$ cat src/tpd_pkg.sv
// ----------------------------------------------------------------------------
// tpd_pkg
// Shared types and constants of the two-phase task dispatcher.
// ----------------------------------------------------------------------------
package tpd_pkg;

  localparam int DEF_MAX_FIRST  = 64;
  localparam int DEF_MAX_SECOND = 16;

  localparam int REQ_W      = 2;
  localparam int ID_W       = 6;
  localparam int NF_W       = 7;
  localparam int NS_W       = 5;
  localparam int WK_W       = 8;
  localparam int CFG_IDX_W  = 2;
  localparam int CFG_DATA_W = 8;

  // request codes
  localparam logic [REQ_W-1:0] REQ_TASK   = 2'd0;
  localparam logic [REQ_W-1:0] REQ_REPORT = 2'd1;
  localparam logic [REQ_W-1:0] REQ_EXIT   = 2'd2;

  // register indexes
  localparam logic [CFG_IDX_W-1:0] CFG_FIRST   = 2'd0;
  localparam logic [CFG_IDX_W-1:0] CFG_SECOND  = 2'd1;
  localparam logic [CFG_IDX_W-1:0] CFG_WORKERS = 2'd2;

  // register reset values
  localparam logic [NF_W-1:0] NF_RESET = 7'd1;
  localparam logic [NS_W-1:0] NS_RESET = 5'd1;
  localparam logic [WK_W-1:0] WK_RESET = 8'd1;

  // task table entry codes
  localparam logic [1:0] TS_IDLE = 2'd0;
  localparam logic [1:0] TS_BUSY = 2'd1;
  localparam logic [1:0] TS_DONE = 2'd2;

  typedef enum logic [2:0] {
    ST_CLEAR,
    ST_IDLE,
    ST_SCAN_F,
    ST_SCAN_S,
    ST_REP_RD,
    ST_REP_WR,
    ST_RESULT
  } fsm_t;

  typedef struct packed {
    logic            req;
    logic [WK_W-1:0] workers;
  } restart_t;

  typedef struct packed {
    logic            granted;
    logic            grant_kind;
    logic [ID_W-1:0] grant_id;
    logic            all_done;
    logic            shutdown;
    logic            status;
  } res_t;

endpackage

$ cat src/tpd_if.sv
// ----------------------------------------------------------------------------
// tpd channel interfaces
// Request, result and configuration channels with valid/ready handshake.
// ----------------------------------------------------------------------------
interface tpd_req_if;
  logic                         valid;
  logic                         ready;
  logic [tpd_pkg::REQ_W-1:0]    req_type;
  logic                         task_kind;
  logic [tpd_pkg::ID_W-1:0]     task_id;

  modport source (output valid, req_type, task_kind, task_id, input ready);
  modport sink (input valid, req_type, task_kind, task_id, output ready);
endinterface

interface tpd_res_if;
  logic                         valid;
  logic                         ready;
  logic                         granted;
  logic                         grant_kind;
  logic [tpd_pkg::ID_W-1:0]     grant_id;
  logic                         all_done;
  logic                         shutdown;
  logic                         status;

  modport source (output valid, granted, grant_kind, grant_id, all_done, shutdown, status,
                  input ready);
  modport sink (input valid, granted, grant_kind, grant_id, all_done, shutdown, status,
                output ready);
endinterface

interface tpd_cfg_if;
  logic                            valid;
  logic                            ready;
  logic [tpd_pkg::CFG_IDX_W-1:0]   index;
  logic [tpd_pkg::CFG_DATA_W-1:0]  data;

  modport source (output valid, index, data, input ready);
  modport sink (input valid, index, data, output ready);
endinterface

$ cat src/two_phase_task_dispatcher_unit.sv
// ----------------------------------------------------------------------------
// two_phase_task_dispatcher_unit
// Grants first-phase then second-phase tasks from two state tables, records
// completions and counts worker exits.
//
//   channel   dir   fields
//   req_ch    in    req_type, task_kind, task_id
//   res_ch    out   granted, grant_kind, grant_id, all_done, shutdown, status
//   cfg_ch    in    index, data (num_first_tasks, num_second_tasks, num_workers)
//
// one transaction at a time; a task request scans entries one per cycle in the first table,
// or in the second once every first-phase task is done
// an in-range completion report goes through ST_REP_RD and ST_REP_WR to ST_RESULT, an exit
// or any other transaction straight to ST_RESULT
// after reset and after every write to a defined register a clearing pass over
// max(MAX_FIRST_TASKS, MAX_SECOND_TASKS) entries holds req_ch.ready low
// a result waits in the output register while the next request is taken
// ----------------------------------------------------------------------------
module two_phase_task_dispatcher_unit #(
  parameter int MAX_FIRST_TASKS  = tpd_pkg::DEF_MAX_FIRST,
  parameter int MAX_SECOND_TASKS = tpd_pkg::DEF_MAX_SECOND
) (
  input logic       clk,
  input logic       rst,
  tpd_req_if.sink   req_ch,
  tpd_res_if.source res_ch,
  tpd_cfg_if.sink   cfg_ch
);

  localparam int FN_W = $clog2(MAX_FIRST_TASKS + 1);
  localparam int SN_W = $clog2(MAX_SECOND_TASKS + 1);

  logic [tpd_pkg::NF_W-1:0] num_first_tasks;
  logic [tpd_pkg::NS_W-1:0] num_second_tasks;
  logic [tpd_pkg::WK_W-1:0] num_workers;

  logic              cfg_write;
  logic [FN_W-1:0]   nf;
  logic [SN_W-1:0]   ns;
  tpd_pkg::restart_t restart;
  tpd_pkg::res_t     res, res_q;
  logic              res_valid, res_ready, out_valid;
  logic              in_ready;

  assign cfg_ch.ready = 1'b1;
  assign cfg_write    = cfg_ch.valid && cfg_ch.ready;

  always_ff @(posedge clk) begin
    if (rst) begin
      num_first_tasks  <= tpd_pkg::NF_RESET;
      num_second_tasks <= tpd_pkg::NS_RESET;
      num_workers      <= tpd_pkg::WK_RESET;
    end else if (cfg_write) begin
      unique case (cfg_ch.index)
        tpd_pkg::CFG_FIRST:   num_first_tasks  <= cfg_ch.data[tpd_pkg::NF_W-1:0];
        tpd_pkg::CFG_SECOND:  num_second_tasks <= cfg_ch.data[tpd_pkg::NS_W-1:0];
        tpd_pkg::CFG_WORKERS: num_workers      <= cfg_ch.data[tpd_pkg::WK_W-1:0];
        default: ;
      endcase
    end
  end

  // a write to any of the three defined registers starts a new job
  always_comb begin
    restart.req = cfg_write && ((cfg_ch.index == tpd_pkg::CFG_FIRST) ||
                                (cfg_ch.index == tpd_pkg::CFG_SECOND) ||
                                (cfg_ch.index == tpd_pkg::CFG_WORKERS));
    restart.workers = (cfg_ch.index == tpd_pkg::CFG_WORKERS) ?
                      cfg_ch.data[tpd_pkg::WK_W-1:0] : num_workers;
  end

  // task counts saturated to the table sizes
  assign nf = (32'(num_first_tasks) > 32'(MAX_FIRST_TASKS)) ?
              FN_W'(MAX_FIRST_TASKS) : FN_W'(num_first_tasks);
  assign ns = (32'(num_second_tasks) > 32'(MAX_SECOND_TASKS)) ?
              SN_W'(MAX_SECOND_TASKS) : SN_W'(num_second_tasks);

  assign req_ch.ready = in_ready && !cfg_ch.valid;

  tpd_ctrl #(
    .MAX_FIRST_TASKS  (MAX_FIRST_TASKS),
    .MAX_SECOND_TASKS (MAX_SECOND_TASKS)
  ) u_ctrl (
    .clk       (clk),
    .rst       (rst),
    .in_valid  (req_ch.valid && !cfg_ch.valid),
    .in_ready  (in_ready),
    .req_type  (req_ch.req_type),
    .task_kind (req_ch.task_kind),
    .task_id   (req_ch.task_id),
    .nf        (nf),
    .ns        (ns),
    .restart   (restart),
    .res       (res),
    .res_valid (res_valid),
    .res_ready (res_ready)
  );

  // output register
  assign res_ready = !out_valid || res_ch.ready;

  always_ff @(posedge clk) begin
    if (rst) begin
      out_valid <= 1'b0;
    end else if (res_ready) begin
      out_valid <= res_valid;
    end
  end

  always_ff @(posedge clk) begin
    if (res_ready && res_valid) begin
      res_q <= res;
    end
  end

  assign res_ch.valid      = out_valid;
  assign res_ch.granted    = res_q.granted;
  assign res_ch.grant_kind = res_q.grant_kind;
  assign res_ch.grant_id   = res_q.grant_id;
  assign res_ch.all_done   = res_q.all_done;
  assign res_ch.shutdown   = res_q.shutdown;
  assign res_ch.status     = res_q.status;

endmodule

$ cat src/tpd_state_ram.sv
// ----------------------------------------------------------------------------
// tpd_state_ram
// Task state table: one write port, one read port, registered read data.
// ----------------------------------------------------------------------------
module tpd_state_ram #(
  parameter int DEPTH = tpd_pkg::DEF_MAX_FIRST,
  parameter int AW    = (DEPTH > 1) ? $clog2(DEPTH) : 1
) (
  input  logic          clk,
  input  logic          we,
  input  logic [AW-1:0] waddr,
  input  logic [1:0]    wdata,
  input  logic [AW-1:0] raddr,
  output logic [1:0]    rdata
);

  logic [1:0] mem [DEPTH];

  always_ff @(posedge clk) begin
    if (we) begin
      mem[waddr] <= wdata;
    end
  end

  always_ff @(posedge clk) begin
    rdata <= mem[raddr];
  end

endmodule

$ cat src/tpd_ctrl.sv
// ----------------------------------------------------------------------------
// tpd_ctrl
// Sequencer over the two task tables: clearing pass, grant scan,
// completion read-modify-write, done counters and worker count.
// ----------------------------------------------------------------------------
module tpd_ctrl #(
  parameter int MAX_FIRST_TASKS  = tpd_pkg::DEF_MAX_FIRST,
  parameter int MAX_SECOND_TASKS = tpd_pkg::DEF_MAX_SECOND
) (
  input  logic                                   clk,
  input  logic                                   rst,
  input  logic                                   in_valid,
  output logic                                   in_ready,
  input  logic [tpd_pkg::REQ_W-1:0]              req_type,
  input  logic                                   task_kind,
  input  logic [tpd_pkg::ID_W-1:0]               task_id,
  input  logic [$clog2(MAX_FIRST_TASKS+1)-1:0]   nf,
  input  logic [$clog2(MAX_SECOND_TASKS+1)-1:0]  ns,
  input  tpd_pkg::restart_t                      restart,
  output tpd_pkg::res_t                          res,
  output logic                                   res_valid,
  input  logic                                   res_ready
);

  localparam int FN_W  = $clog2(MAX_FIRST_TASKS + 1);
  localparam int SN_W  = $clog2(MAX_SECOND_TASKS + 1);
  localparam int FA_W  = (MAX_FIRST_TASKS > 1) ? $clog2(MAX_FIRST_TASKS) : 1;
  localparam int SA_W  = (MAX_SECOND_TASKS > 1) ? $clog2(MAX_SECOND_TASKS) : 1;
  localparam int SC_W  = (FN_W > SN_W) ? FN_W : SN_W;
  localparam int CLR_N = (MAX_FIRST_TASKS > MAX_SECOND_TASKS) ? MAX_FIRST_TASKS
                                                              : MAX_SECOND_TASKS;
  localparam int CLR_W = $clog2(CLR_N + 1);

  tpd_pkg::fsm_t state, state_next;

  logic [SC_W-1:0]             scan_idx;
  logic [SC_W-1:0]             chk_idx;
  logic                        pend;
  logic                        kind_q;
  logic [tpd_pkg::ID_W-1:0]    id_q;
  logic                        granted_q;
  logic                        gkind_q;
  logic [tpd_pkg::ID_W-1:0]    gid_q;
  logic                        status_q;
  logic [FN_W-1:0]             f_done;
  logic [SN_W-1:0]             s_done;
  logic [tpd_pkg::WK_W-1:0]    workers_left;
  logic [CLR_W-1:0]            clr_idx;

  logic            fa_we, sa_we;
  logic [FA_W-1:0] fa_waddr, fa_raddr;
  logic [SA_W-1:0] sa_waddr, sa_raddr;
  logic [1:0]      fa_wdata, sa_wdata, fa_rdata, sa_rdata;

  logic            accept;
  logic            id_ok;
  logic            first_all;
  logic [SC_W-1:0] scan_n;
  logic            scan_more;
  logic [1:0]      scan_data;
  logic            hit;
  logic [1:0]      old_state;
  logic            clr_last;

  tpd_state_ram #(
    .DEPTH (MAX_FIRST_TASKS),
    .AW    (FA_W)
  ) u_first_ram (
    .clk   (clk),
    .we    (fa_we),
    .waddr (fa_waddr),
    .wdata (fa_wdata),
    .raddr (fa_raddr),
    .rdata (fa_rdata)
  );

  tpd_state_ram #(
    .DEPTH (MAX_SECOND_TASKS),
    .AW    (SA_W)
  ) u_second_ram (
    .clk   (clk),
    .we    (sa_we),
    .waddr (sa_waddr),
    .wdata (sa_wdata),
    .raddr (sa_raddr),
    .rdata (sa_rdata)
  );

  assign accept    = in_valid && in_ready;
  assign id_ok     = task_kind ? (32'(task_id) < 32'(ns)) : (32'(task_id) < 32'(nf));
  assign first_all = (f_done == nf);
  assign scan_n    = (state == tpd_pkg::ST_SCAN_S) ? SC_W'(ns) : SC_W'(nf);
  assign scan_more = (scan_idx < scan_n);
  assign scan_data = (state == tpd_pkg::ST_SCAN_S) ? sa_rdata : fa_rdata;
  assign hit       = pend && (scan_data == tpd_pkg::TS_IDLE);
  assign old_state = kind_q ? sa_rdata : fa_rdata;
  assign clr_last  = (clr_idx == CLR_W'(CLR_N - 1));

  // next state
  always_comb begin
    state_next = state;
    if (restart.req) begin
      state_next = tpd_pkg::ST_CLEAR;
    end else begin
      unique case (state)
        tpd_pkg::ST_CLEAR: begin
          if (clr_last) state_next = tpd_pkg::ST_IDLE;
        end
        tpd_pkg::ST_IDLE: begin
          if (accept) begin
            unique case (req_type)
              tpd_pkg::REQ_TASK: begin
                state_next = first_all ? tpd_pkg::ST_SCAN_S : tpd_pkg::ST_SCAN_F;
              end
              tpd_pkg::REQ_REPORT: begin
                state_next = id_ok ? tpd_pkg::ST_REP_RD : tpd_pkg::ST_RESULT;
              end
              default: state_next = tpd_pkg::ST_RESULT;
            endcase
          end
        end
        tpd_pkg::ST_SCAN_F, tpd_pkg::ST_SCAN_S: begin
          if (hit || (!scan_more && !pend)) state_next = tpd_pkg::ST_RESULT;
        end
        tpd_pkg::ST_REP_RD: state_next = tpd_pkg::ST_REP_WR;
        tpd_pkg::ST_REP_WR: state_next = tpd_pkg::ST_RESULT;
        tpd_pkg::ST_RESULT: begin
          if (res_ready) state_next = tpd_pkg::ST_IDLE;
        end
        default: state_next = tpd_pkg::ST_CLEAR;
      endcase
    end
  end

  // table ports and handshake outputs
  always_comb begin
    fa_we    = 1'b0;
    sa_we    = 1'b0;
    fa_wdata = tpd_pkg::TS_IDLE;
    sa_wdata = tpd_pkg::TS_IDLE;
    fa_waddr = FA_W'(chk_idx);
    sa_waddr = SA_W'(chk_idx);
    fa_raddr = FA_W'(scan_idx);
    sa_raddr = SA_W'(scan_idx);
    in_ready = 1'b0;
    res_valid = 1'b0;
    unique case (state)
      tpd_pkg::ST_CLEAR: begin
        fa_we    = (32'(clr_idx) < 32'(MAX_FIRST_TASKS));
        sa_we    = (32'(clr_idx) < 32'(MAX_SECOND_TASKS));
        fa_waddr = FA_W'(clr_idx);
        sa_waddr = SA_W'(clr_idx);
      end
      tpd_pkg::ST_IDLE: in_ready = 1'b1;
      tpd_pkg::ST_SCAN_F: begin
        fa_we    = hit;
        fa_wdata = tpd_pkg::TS_BUSY;
      end
      tpd_pkg::ST_SCAN_S: begin
        sa_we    = hit;
        sa_wdata = tpd_pkg::TS_BUSY;
      end
      tpd_pkg::ST_REP_RD: begin
        fa_raddr = FA_W'(id_q);
        sa_raddr = SA_W'(id_q);
      end
      tpd_pkg::ST_REP_WR: begin
        fa_we    = !kind_q;
        sa_we    = kind_q;
        fa_wdata = tpd_pkg::TS_DONE;
        sa_wdata = tpd_pkg::TS_DONE;
        fa_waddr = FA_W'(id_q);
        sa_waddr = SA_W'(id_q);
      end
      tpd_pkg::ST_RESULT: res_valid = 1'b1;
      default: ;
    endcase
  end

  always_comb begin
    res.granted    = granted_q;
    res.grant_kind = gkind_q;
    res.grant_id   = gid_q;
    res.all_done   = (s_done == ns);
    res.shutdown   = (workers_left == '0);
    res.status     = status_q;
  end

  always_ff @(posedge clk) begin
    if (rst) begin
      state        <= tpd_pkg::ST_CLEAR;
      clr_idx      <= '0;
      f_done       <= '0;
      s_done       <= '0;
      workers_left <= tpd_pkg::WK_RESET;
      pend         <= 1'b0;
    end else begin
      state <= state_next;
      if (restart.req) begin
        clr_idx      <= '0;
        f_done       <= '0;
        s_done       <= '0;
        workers_left <= restart.workers;
        pend         <= 1'b0;
      end else begin
        unique case (state)
          tpd_pkg::ST_CLEAR: begin
            if (!clr_last) clr_idx <= clr_idx + CLR_W'(1);
          end
          tpd_pkg::ST_IDLE: begin
            if (accept) begin
              kind_q    <= task_kind;
              id_q      <= task_id;
              granted_q <= 1'b0;
              gkind_q   <= 1'b0;
              gid_q     <= '0;
              status_q  <= (req_type == tpd_pkg::REQ_REPORT) && !id_ok;
              scan_idx  <= '0;
              pend      <= 1'b0;
              if ((req_type == tpd_pkg::REQ_EXIT) && (workers_left != '0)) begin
                workers_left <= workers_left - tpd_pkg::WK_W'(1);
              end
            end
          end
          tpd_pkg::ST_SCAN_F, tpd_pkg::ST_SCAN_S: begin
            if (hit) begin
              granted_q <= 1'b1;
              gkind_q   <= (state == tpd_pkg::ST_SCAN_S);
              gid_q     <= tpd_pkg::ID_W'(chk_idx);
              pend      <= 1'b0;
            end else begin
              pend <= scan_more;
              if (scan_more) begin
                chk_idx  <= scan_idx;
                scan_idx <= scan_idx + SC_W'(1);
              end
            end
          end
          tpd_pkg::ST_REP_WR: begin
            if (old_state != tpd_pkg::TS_DONE) begin
              if (kind_q) s_done <= s_done + SN_W'(1);
              else f_done <= f_done + FN_W'(1);
            end
          end
          default: ;
        endcase
      end
    end
  end

endmodule

$ cat src/flat_wrapper.sv
// flat-port wrapper written by rule: the top's interface ports become plain ports
module two_phase_task_dispatcher_unit_flat 
#(
  parameter int MAX_FIRST_TASKS  = tpd_pkg::DEF_MAX_FIRST,
  parameter int MAX_SECOND_TASKS = tpd_pkg::DEF_MAX_SECOND
)
  (clk, rst, req_ch_valid, req_ch_req_type, req_ch_task_kind, req_ch_task_id, req_ch_ready, res_ch_valid, res_ch_granted, res_ch_grant_kind, res_ch_grant_id, res_ch_all_done, res_ch_shutdown, res_ch_status, res_ch_ready, cfg_ch_valid, cfg_ch_index, cfg_ch_data, cfg_ch_ready);
  tpd_req_if req_ch_i ();
  tpd_res_if res_ch_i ();
  tpd_cfg_if cfg_ch_i ();
  input logic clk;
  input logic rst;
  input wire logic [$bits(req_ch_i.valid)-1:0] req_ch_valid;
  input wire logic [$bits(req_ch_i.req_type)-1:0] req_ch_req_type;
  input wire logic [$bits(req_ch_i.task_kind)-1:0] req_ch_task_kind;
  input wire logic [$bits(req_ch_i.task_id)-1:0] req_ch_task_id;
  output wire logic [$bits(req_ch_i.ready)-1:0] req_ch_ready;
  output wire logic [$bits(res_ch_i.valid)-1:0] res_ch_valid;
  output wire logic [$bits(res_ch_i.granted)-1:0] res_ch_granted;
  output wire logic [$bits(res_ch_i.grant_kind)-1:0] res_ch_grant_kind;
  output wire logic [$bits(res_ch_i.grant_id)-1:0] res_ch_grant_id;
  output wire logic [$bits(res_ch_i.all_done)-1:0] res_ch_all_done;
  output wire logic [$bits(res_ch_i.shutdown)-1:0] res_ch_shutdown;
  output wire logic [$bits(res_ch_i.status)-1:0] res_ch_status;
  input wire logic [$bits(res_ch_i.ready)-1:0] res_ch_ready;
  input wire logic [$bits(cfg_ch_i.valid)-1:0] cfg_ch_valid;
  input wire logic [$bits(cfg_ch_i.index)-1:0] cfg_ch_index;
  input wire logic [$bits(cfg_ch_i.data)-1:0] cfg_ch_data;
  output wire logic [$bits(cfg_ch_i.ready)-1:0] cfg_ch_ready;
  assign req_ch_i.valid = req_ch_valid;
  assign req_ch_i.req_type = req_ch_req_type;
  assign req_ch_i.task_kind = req_ch_task_kind;
  assign req_ch_i.task_id = req_ch_task_id;
  assign req_ch_ready = req_ch_i.ready;
  assign res_ch_valid = res_ch_i.valid;
  assign res_ch_granted = res_ch_i.granted;
  assign res_ch_grant_kind = res_ch_i.grant_kind;
  assign res_ch_grant_id = res_ch_i.grant_id;
  assign res_ch_all_done = res_ch_i.all_done;
  assign res_ch_shutdown = res_ch_i.shutdown;
  assign res_ch_status = res_ch_i.status;
  assign res_ch_i.ready = res_ch_ready;
  assign cfg_ch_i.valid = cfg_ch_valid;
  assign cfg_ch_i.index = cfg_ch_index;
  assign cfg_ch_i.data = cfg_ch_data;
  assign cfg_ch_ready = cfg_ch_i.ready;
  two_phase_task_dispatcher_unit #(.MAX_FIRST_TASKS(MAX_FIRST_TASKS), .MAX_SECOND_TASKS(MAX_SECOND_TASKS)) u_core (.clk(clk), .rst(rst), .req_ch(req_ch_i), .res_ch(res_ch_i), .cfg_ch(cfg_ch_i));
endmodule
$ cat config.mk
export PLATFORM = sky130hd
export DESIGN_NAME = two_phase_task_dispatcher_unit_flat
export DESIGN_NICKNAME = d
export VERILOG_FILES = /design/src/tpd_pkg.sv /design/src/tpd_if.sv /design/src/two_phase_task_dispatcher_unit.sv /design/src/tpd_state_ram.sv /design/src/tpd_ctrl.sv /design/src/flat_wrapper.sv
export SDC_FILE = /design/constraint.sdc
export NUM_CORES = 1
export LEC_CHECK = 0
export BUFFER_PORTS_ARGS = -buffer_cell sky130_fd_sc_hd__buf_2
export CORE_ASPECT_RATIO = 0.6
export CORE_MARGIN = 5
export CORE_UTILIZATION = 60
export CTS_CLUSTER_SIZE = 12
export DETAILED_ROUTE_END_ITERATION = 7
export MAX_ROUTING_LAYER = met4
export PLACE_DENSITY = 0.75
export SYNTH_ARGS = -nofsm -noshare
export SYNTH_HDL_FRONTEND = slang
export SYNTH_SLANG_ARGS = --single-unit
$ cat constraint.sdc
create_clock -name clk -period 4.55 [get_ports clk]
set_clock_uncertainty 0.15 [all_clocks]
set_input_delay 0.6825 -clock clk [delete_from_list [all_inputs] [get_ports clk]]
set_output_delay 0.6825 -clock clk [all_outputs]
set_load 0.02 [all_outputs]
* Yosys cells after proc, flatten, opt, wreduce, memory -nomap -nowiden
Memories as Yosys holds them, arrays and structs flattened. A register that Yosys moved wholly into a read port is not among the register bits.
Index checks and enable logic that the tools add are counted.
** Word-level totals
- Flip-flop bits (word level) :: 92
- Bits in latches :: 0
- Memory bits (writable) :: 160
- ROM bits :: 0
- Logic and storage cells :: 154
- Memories :: 2
** Memories
- u_core.u_ctrl.u_first_ram.mem :: depth 64, bits a word 2, rd ports 1, clocked after Yosys merged registers in 1, wr ports 1, RTL line tpd_state_ram.sv:17 : logic [1:0] mem [DEPTH];
- u_core.u_ctrl.u_second_ram.mem :: depth 16, bits a word 2, rd ports 1, clocked after Yosys merged registers in 1, wr ports 1, RTL line tpd_state_ram.sv:17
** Operators by class
- Add/sub/neg operators :: 5
- Multiply operators :: 0
- Divide/modulo/power cells :: 0
- Order comparisons :: 7
- Equality and inequality tests :: 21
- Shift-type cells :: 0
- Muxes and demuxes :: 47
- Bitwise logic cells :: 5
- Reduce and logical (&&, ||, !) cells :: 43
** Operator list (number)
- $mux W8 :: 5
- $mux W7 :: 5
- $pmux W6 S2 :: 2
- $add A7 B1 Y7 const B :: 3
- $mux W6 :: 3
- $pmux W3 S6 :: 1
- $ne A2 B2 Y1 const B :: 7
- $pmux W7 S2 :: 1
- $mux W1 :: 12
- $mux W3 :: 4
- $reduce_and A5 Y1 :: 2
- $eq A3 B3 Y1 const B :: 3
- $logic_and A1 B1 Y1 :: 9
- $reduce_and A3 Y1 :: 3
- $logic_not A8 Y1 :: 1
- $pmux W2 S2 :: 2
- $pmux W4 S2 :: 1
- $reduce_and A2 Y1 :: 4
- $reduce_and A4 Y1 :: 2
- $reduce_bool A2 Y1 :: 4
- $reduce_bool A8 Y1 :: 1
- $sub A8 B1 Y8 const B :: 1
- $eq A7 B6 Y1 const B :: 1
- $eq A7 B7 Y1 :: 1
- 27 further kinds :: 50

* Longest topological paths before layout
Gate-level depths: netlist of run 1.
- Word-level depth :: 9
- Mapped depth :: 14

* By module
A second synthesis of run 1 with hierarchy kept.
** Unflattened totals
- Cell total of the unflattened synthesis :: 915
- Area total of the unflattened synthesis :: 11895.2 um^2
** By module, submodules not included
- tpd_state_ram at u_core.u_ctrl.u_first_ram :: instances 1, cells each 315, area each 5489.0 um^2
- tpd_ctrl :: instances 1, cells each 403, area each 3631.0 um^2
- two_phase_task_dispatcher_unit :: instances 1, cells each 119, area each 1395.1 um^2
- tpd_state_ram at u_core.u_ctrl.u_second_ram :: instances 1, cells each 78, area each 1380.1 um^2

* Worst setup path before layout of run 1
Ideal clock, no wire load.
- Path kind :: reg-to-reg
- Start point :: register u_core.u_ctrl.state[1]
- End point :: register u_core.u_ctrl.chk_idx[0], enable pin
- Library setup time :: 0.350 ns
- Arrival :: 2.672 ns
- Data required time :: 4.050 ns
- Path slack :: 1.379 ns
- Cell stages (with the launch flop) :: 14
- Buffers on the path :: 2
- Clock period less this slack :: 3.171 ns
- Path through :: dfxtp_1 buf_2 nand3b_1 clkbuf_1 inv_1 nor2_1 a21oi_1 ha_1 a21o_1 a21oi_1 and2_0 a311oi_1 or3b_2 nor2_1
** Between the ends
- Word-level cells in the longest chain between the ends :: 6
- Elaborated cells between the ends (all ways) :: 10
** RTL lines
- from (decl) :: RTL line tpd_ctrl.sv:34 : tpd_pkg::fsm_t state, state_next;
- from (signal assigned) :: RTL line tpd_ctrl.sv:191 : state <= tpd_pkg::ST_CLEAR;
- from (signal assigned) :: RTL line tpd_ctrl.sv:198 : state <= state_next;
- parallel branches: the longest is 5 deep, another holds $lt A7 B7 Y1
- $reduce_and A5 Y1 (no line) (*)
- to (signal assigned) :: RTL line tpd_ctrl.sv:234 : chk_idx <= scan_idx;
- to (decl) :: RTL line tpd_ctrl.sv:37 : logic [SC_W-1:0] chk_idx;
Mark *: on every way between the ends.
A chain may end at the register's enable or synchronous reset.

* Worst setup path after layout of run 1
- Start point :: register u_core.u_ctrl.state[1]
- End point :: register u_core.u_ctrl.scan_idx[4], enable pin
** Between the ends
- Word-level cells in the longest chain between the ends :: 6
- Elaborated cells between the ends (all ways) :: 16
** RTL lines
- parallel branches: the longest is 5 deep, another holds $lt A7 B7 Y1
- $reduce_and A6 Y1 (no line) (*)
- to (signal assigned) :: RTL line tpd_ctrl.sv:235 : scan_idx <= scan_idx + SC_W'(1);
- to (decl) :: RTL line tpd_ctrl.sv:36 : logic [SC_W-1:0] scan_idx;
Marked as above.

==> results.toml, run 1 <==
[clocking]
cts_setup_buffers = 0
clk_pin_slew_ns = 0.06
htree_levels = 1
cts_sinks = 256
clockRootBuffer = "clkbuf_16"
ctsHoldBuffers = 0
clk_path_buf_depth = 3
cts_tree = "done"
numCtsBuffers = 25
clk_latency_ns = 0.54
post_cts_resized = 0

[detailed_routing]
dr.first_iter.drc_count = 1176
drc_errors = 0
dr.pass1.iters = 6
final_antenna_net_count = 0
via_count = 8655
drt_wl_total_um = 30800
via_per_inst = 6.53
avgRoutedWirePerCell_um = 23.2

[logic_synthesis]
synth_cells = 1009
synth_edf_count = 200
synth-async-reset-ratio_pct = 0
synthTopCellsByArea = "edfxtp_1, dfxtp_1, mux4_2"
ys_warn_count = 0
yosysTopAreaCellShare_pct = 48.2
synth-simple-area-share_pct = 13.8
synthXorXnorAreaFrac_pct = 2.04
ys.flop_type = "edfxtp_1"
synthAdderAreaFrac_pct = 2.11
syn_area_mm2 = 0.0125
muxShareOfSynthArea_pct = 15.7
yosys.area.top_type = "edfxtp_1"
yosys_register_bits = 256
synth_common_cells = "edfxtp_1, nor2_1, nand2_1"
syn_nets = 1054
synth_compound_area_share_pct = 6.74
synth_most_common_cell = "edfxtp_1"
avgSynthCellArea_um2 = 12.3
synth_top_family_by_area = "multiplexers"
ys_seq_area_share_pct = 57.2
synth_cell_types = 62

[power]
comb_power_share_pct = 3.3
p_switching_mw = 0.957
swShare_pct = 20.9
ir_worst_vdd_v = 0.000274
power.internal_mw = 3.63
power_density_mw_per_mm2 = 337
pwr-share-clk_pct = 41.7
p_leak_nw = 4.92
p_seq_share_pct = 55.0

[worst_setup_path]
r2r-end = "u_core.u_ctrl.scan_idx[4]"
r2r_start = "u_core.u_ctrl.state[1]"
cp_max_fo = 19
critPathKind = "reg2reg"
reg2reg_depth = 12
worstSetupStartpoint = "u_core.u_ctrl.state[1]"
cp-start-kind = "register"
cp_data_arrival_time_ns = 3.77
critical_path_required_ns = 4.55
r2r_slack_ns = 0.78
critPathCaptureType = "register"
endpoint = "u_core.u_ctrl.scan_idx[4]"

[grt]
antenna_found_initial = 1
grt_max_degree = 67
grt_pass1_wl_um = 47700
grt_overflow_total = 0
track_usage_pct = 26.7
first_global_vias = 8008

[floorplanning]
die-area_mm2 = 0.0238
ios = 38
chipWidth_um = 196
row_count = 40
start_util_pct = 61.6
core_area_mm2 = 0.0202
die_h_um = 122

[flow_run]
max_cap_violations = 0

[final_layout]
nets = 1078
drive_above_1_share_pct = 15.7
utilization_pct = 67.3
area_delta_synth_final_pct = 9.33

[timing]
tightest_slew_ns = 1.15
min_period_ns = 3.77
rsz0062_at_grt = "false"
setup_viol = 0
finalMaxSlewViolations = 0
max_freq_ghz = 0.265
finalSetupTns_ns = 0
worst_slew_margin_rel_pct = 23.4
hold_viol = 0
post-route-period-util_pct = 82.8

[placement]
port_buffers = 36
place.gp.congestion = 0.931
hpwlAfterDp_um = 21300

[min_path]
hp-class = "in2reg"

[status]
status = "finished clean"
## layout make-up
cell class | count | area [um^2]
sequential | 256 | 7130
fill | 1467 | 6600
multi-input combinational | 683 | 5060
clock buffer | 45 | 722
tap | 273 | 342
timing repair buffer | 49 | 290
inverter | 18 | 67.6
clock inverter | 1 | 8.76
antenna | 1 | 2.50
## sequential cells by signal, indices dropped and copies added, names as in the netlist, 2 cells and up
register,flops
u_core.num_second_tasks,5
u_core.num_workers,8
u_core.u_ctrl.chk_idx,6
u_core.u_ctrl.gid_q,6
u_core.u_ctrl.clr_idx,7
u_core.u_ctrl.s_done,5
u_core.u_ctrl.workers_left,8
u_core.u_ctrl.u_first_ram.mem,128
u_core.u_ctrl.u_first_ram.rdata,2
u_core.res_ch.grant_id,6
u_core.u_ctrl.f_done,7
u_core.u_ctrl.state,3
u_core.u_ctrl.scan_idx,7
u_core.u_ctrl.u_second_ram.mem,32
u_core.num_first_tasks,7
u_core.u_ctrl.id_q,6
u_core.u_ctrl.u_second_ram.rdata,2
## worst min-delay path by stage
stage / startpoint / end / cells past startpoint
2_1_floorplan: u_core.u_ctrl.gid_q[0] / u_core.res_ch.grant_id[0] / 0
3_3_place_gp: u_core.u_ctrl.gid_q[3] / u_core.res_ch.grant_id[3] / 0
3_5_place_dp: u_core.u_ctrl.gid_q[3] / u_core.res_ch.grant_id[3] / 0
4_1_cts: req_ch_task_id[0] / u_core.u_ctrl.id_q[0] / 1
5_1_grt: req_ch_task_id[4] / u_core.u_ctrl.id_q[4] / 1
6_report: req_ch_task_id[0] / u_core.u_ctrl.id_q[0] / 1
## layer usage
layer | routed length (um) | share of wire, % | track usage, % | up-vias
met5 | 0 | 0 | - | -
met4 | 584 | 1.9 | 5.27 | 0
met3 | 4210 | 14 | 6.69 | 67
met2 | 11700 | 38 | 33.2 | 562
met1 | 14300 | 46 | 44.0 | 4188
li1 | - | - | - | 3838
## cell families (layout without fill, tap and decap cells)
kind of cell               after synthesis  in the layout
muxes                                  131            131
DFF                                    256            256
AOI/OAI and AO/OA                      126            126
xor gates and xnor gates                29             29
other                                    1              2
and+or+nand+nor                        375            375
adders and majority gates               21             21
buffers and inverters                   70            113
## through the flow
stage	setup WS (ns)	cells	instance area, um^2	power [mW]	hold slack, ns
6_report	0.781	1326	13600	4.58	0.249
5_1_grt	0.608	1326	13600	4.73	0.232
4_1_cts	0.895	1325	13600	4.60	0.230
3_5_place_dp	0.926	1279	12900	2.72	0.256
3_3_place_gp	1.06	1279	12900	2.72	0.256
2_1_floorplan	1.38	1009	12500	2.66	0.250
## layout by cell type, fill, tap and decap left out, types with 7 or more instances in the layout
cell type  instances
mux2i_1           53
xnor2_1           14
mux2_2            29
xor2_1            15
nand2_1           72
clkbuf_1          17
buf_2             36
edfxtp_1         200
a311oi_1           7
o22ai_1           18
clkbuf_16         25
nor3_1             8
nand3_1           30
ha_1              21
o21ai_0           12
inv_1             18
mux4_2            48
dfxtp_1           56
nand2b_1          11
nor2b_1           14
and3_1             8
a31oi_1           14
nor2_1           180
buf_4             12
a21oi_1           33
or3_1              8
## critical path, cell delays in order, from the launching register on
cell,delay [ns]
dfxtp_1,0.32
buf_4,0.24
nand3b_1,0.35
inv_1,0.27
nor2_1,0.06
a21oi_1,0.13
ha_1,0.26
a21o_1,0.18
a21oi_1,0.18
and2_0,0.16
a311oi_1,0.07
a211o_1,0.34
a21oi_1,0.65
## power groups by stage
stage	combinational, mW	sequential, mW	clock [mW]
finish	0.151	2.52	1.91
global route	0.166	2.52	2.04
CTS	0.147	2.52	1.93
detailed placement	0.146	2.57	0
global placement	0.144	2.57	0
floorplan	0.0954	2.57	0
Note: power is estimated with default switching activity, not from simulation.
==> run 2, diff against run 1 <==
- CORE_UTILIZATION: 60 -> 56
- PLACE_DENSITY: 0.75 -> 0.74
- clock period: 4.55 -> 3.29 ns (I/O delays scaled with it)
==> run 2 against run 1 <==
Against the previous run:
- first-iteration DRC count decreased by 12%
- worst setup slack got worse by 0.67 ns
- die area increased by 6.7%
- combinational power increased by 64%
- sequential power increased by 38%
- critical path depth decreased by 4
- largest cell class unchanged
==> results.toml, run 2 (synthesized netlist as in run 1, its figures left out) <==
[worst_setup_path]
critical_path_required_ns = 3.55
cp-start-kind = "register"
critPathCaptureType = "register"
cp_max_fo = 13
critPathKind = "reg2reg"
cp_data_arrival_time_ns = 3.44

[final_layout]
reg_top3 = "u_core.u_ctrl.u_first_ram.mem x128, u_core.u_ctrl.u_second_ram.mem x32"
top_register = "u_core.u_ctrl.u_first_ram.mem"
drive_above_1_share_pct = 19.2
nets = 1119
nFillCells = 1675
area_delta_synth_final_pct = 12.7
layout_commonest_cell = "edfxtp_1"
largest_reg_flops = 128
mostFrequentLayoutCells = "edfxtp_1, nor2_1, nand2_1"

[detailed_routing]
dr.first_iter.drc_count = 1034
via_count = 8765
final_antenna_net_count = 0
drc_errors = 0
dr.pass1.iters = 6
avgRoutedWirePerCell_um = 22.7
via_per_inst = 6.35
drt_wl_total_um = 31400

[timing]
hold_viol = 0
min_period_ns = 3.18
rsz0062_at_grt = "false"
worst_slew_margin_rel_pct = 34.8
tightest_slew_ns = 0.967
post-route-period-util_pct = 96.6
max_freq_ghz = 0.315
hold_ws_ns = 0.0454
setup_viol = 0
finalMaxSlewViolations = 0
finalSetupTns_ns = 0

[flow_run]
max_cap_violations = 0

[clocking]
numCtsBuffers = 26
clk_pin_slew_ns = 0.07
cts_tree = "done"
clk_path_buf_depth = 3
htree_levels = 1
clockRootBuffer = "clkbuf_16"
cts_sinks = 256
ctsHoldBuffers = 0
clk_latency_ns = 0.54

[placement]
place.gp.congestion = 0.927
port_buffers = 36
hpwlAfterDp_um = 22400

[floorplanning]
ios = 38
start_util_pct = 56.7
core_area_mm2 = 0.0220
row_count = 42
die_h_um = 126
chipWidth_um = 203
die-area_mm2 = 0.0254

[grt]
grt_pass1_wl_um = 48200
first_global_vias = 8148
antenna_found_initial = 1
grt_max_degree = 65
track_usage_pct = 25.3
grt_overflow_total = 0

[power]
p_leak_nw = 5.37
ir_worst_vdd_v = 0.000457
total_power_mw = 6.56
power_density_mw_per_mm2 = 467

[min_path]
hp-class = "in2reg"

[status]
status = "finished clean"
run 2: cell count changes in the layout (fill, tap and decap cells not counted), sizes merged:
cell / before / now
clkinv: 0 / 2
buf: 49 / 89
run 2: path summary, 6_finish.rpt:
path / cells after the start / start / to / slack [ns]
setup / recovery: 8 / u_core.u_ctrl.state[0] / u_core.u_ctrl.u_first_ram.rdata[0] / 0.11
hold / removal: 1 / req_ch_task_id[1] / u_core.u_ctrl.id_q[1] / 0.05
setup reg to reg: 8 / u_core.u_ctrl.state[0] / u_core.u_ctrl.u_first_ram.rdata[0] / 0.11
hold reg to reg: 0 / u_core.u_ctrl.gid_q[0] / u_core.res_ch.grant_id[0] / 0.27
run 2: layout make-up:
type	instances	area, um^2	area share (%)
flip-flops and latches	256	7130	50.8
repair buffers	89	619	4.41
multi-input cells	683	5060	36.0
inverters	18	67.6	0.482
diodes	1	2.50	0.0178
clock buffers	45	783	5.58
clock inverters	3	16.3	0.116
well taps	286	358	2.55
run 2: timing repair:
item	CTS	global route
setup endpoints to repair	0	7
gates resized for setup	0	1
buffers inserted	0	2
run 2: metal layers:
metal  track usage (%)  wire (um)  up-vias  part of all wire (%)
met4              4.47        551        0                   1.8
met2              29.7      11800      465                    37
li1                  -          -     3919                     -
met3              9.06       4260       56                    14
met1              41.3      14800     4325                    47
met5                 -          0        -                     0
run 2: where the power goes:
group | internal (mW) | switching [mW]
logic | 0.0929 | 0.154
registers | 3.47 | 0.0216
clock network | 1.61 | 1.21
run 2: worst max-delay path, stage by stage (launching register included):
cell and delay [ns]:
dfxtp_1 0.34, nor3b_4 0.29, mux2i_4 0.42, buf_12 0.21, mux4_2 0.49, mux2_2 0.28, o22ai_1 0.31, nor4_1 0.09
or4_1 0.46
run 2: through the flow:
step / worst slack [ns] / instance area, um^2 / utilization, % / cells
after floorplan: 0.119 / 12500 / - / 1009
after global placement: 0.171 / 13200 / 60.1 / 1330
after detailed placement: 0.132 / 13200 / 60.1 / 1330
after CTS: 0.113 / 14000 / 63.8 / 1378
after global routing: 0.00112 / 14000 / 63.9 / 1381
final: 0.112 / 14000 / 63.9 / 1381
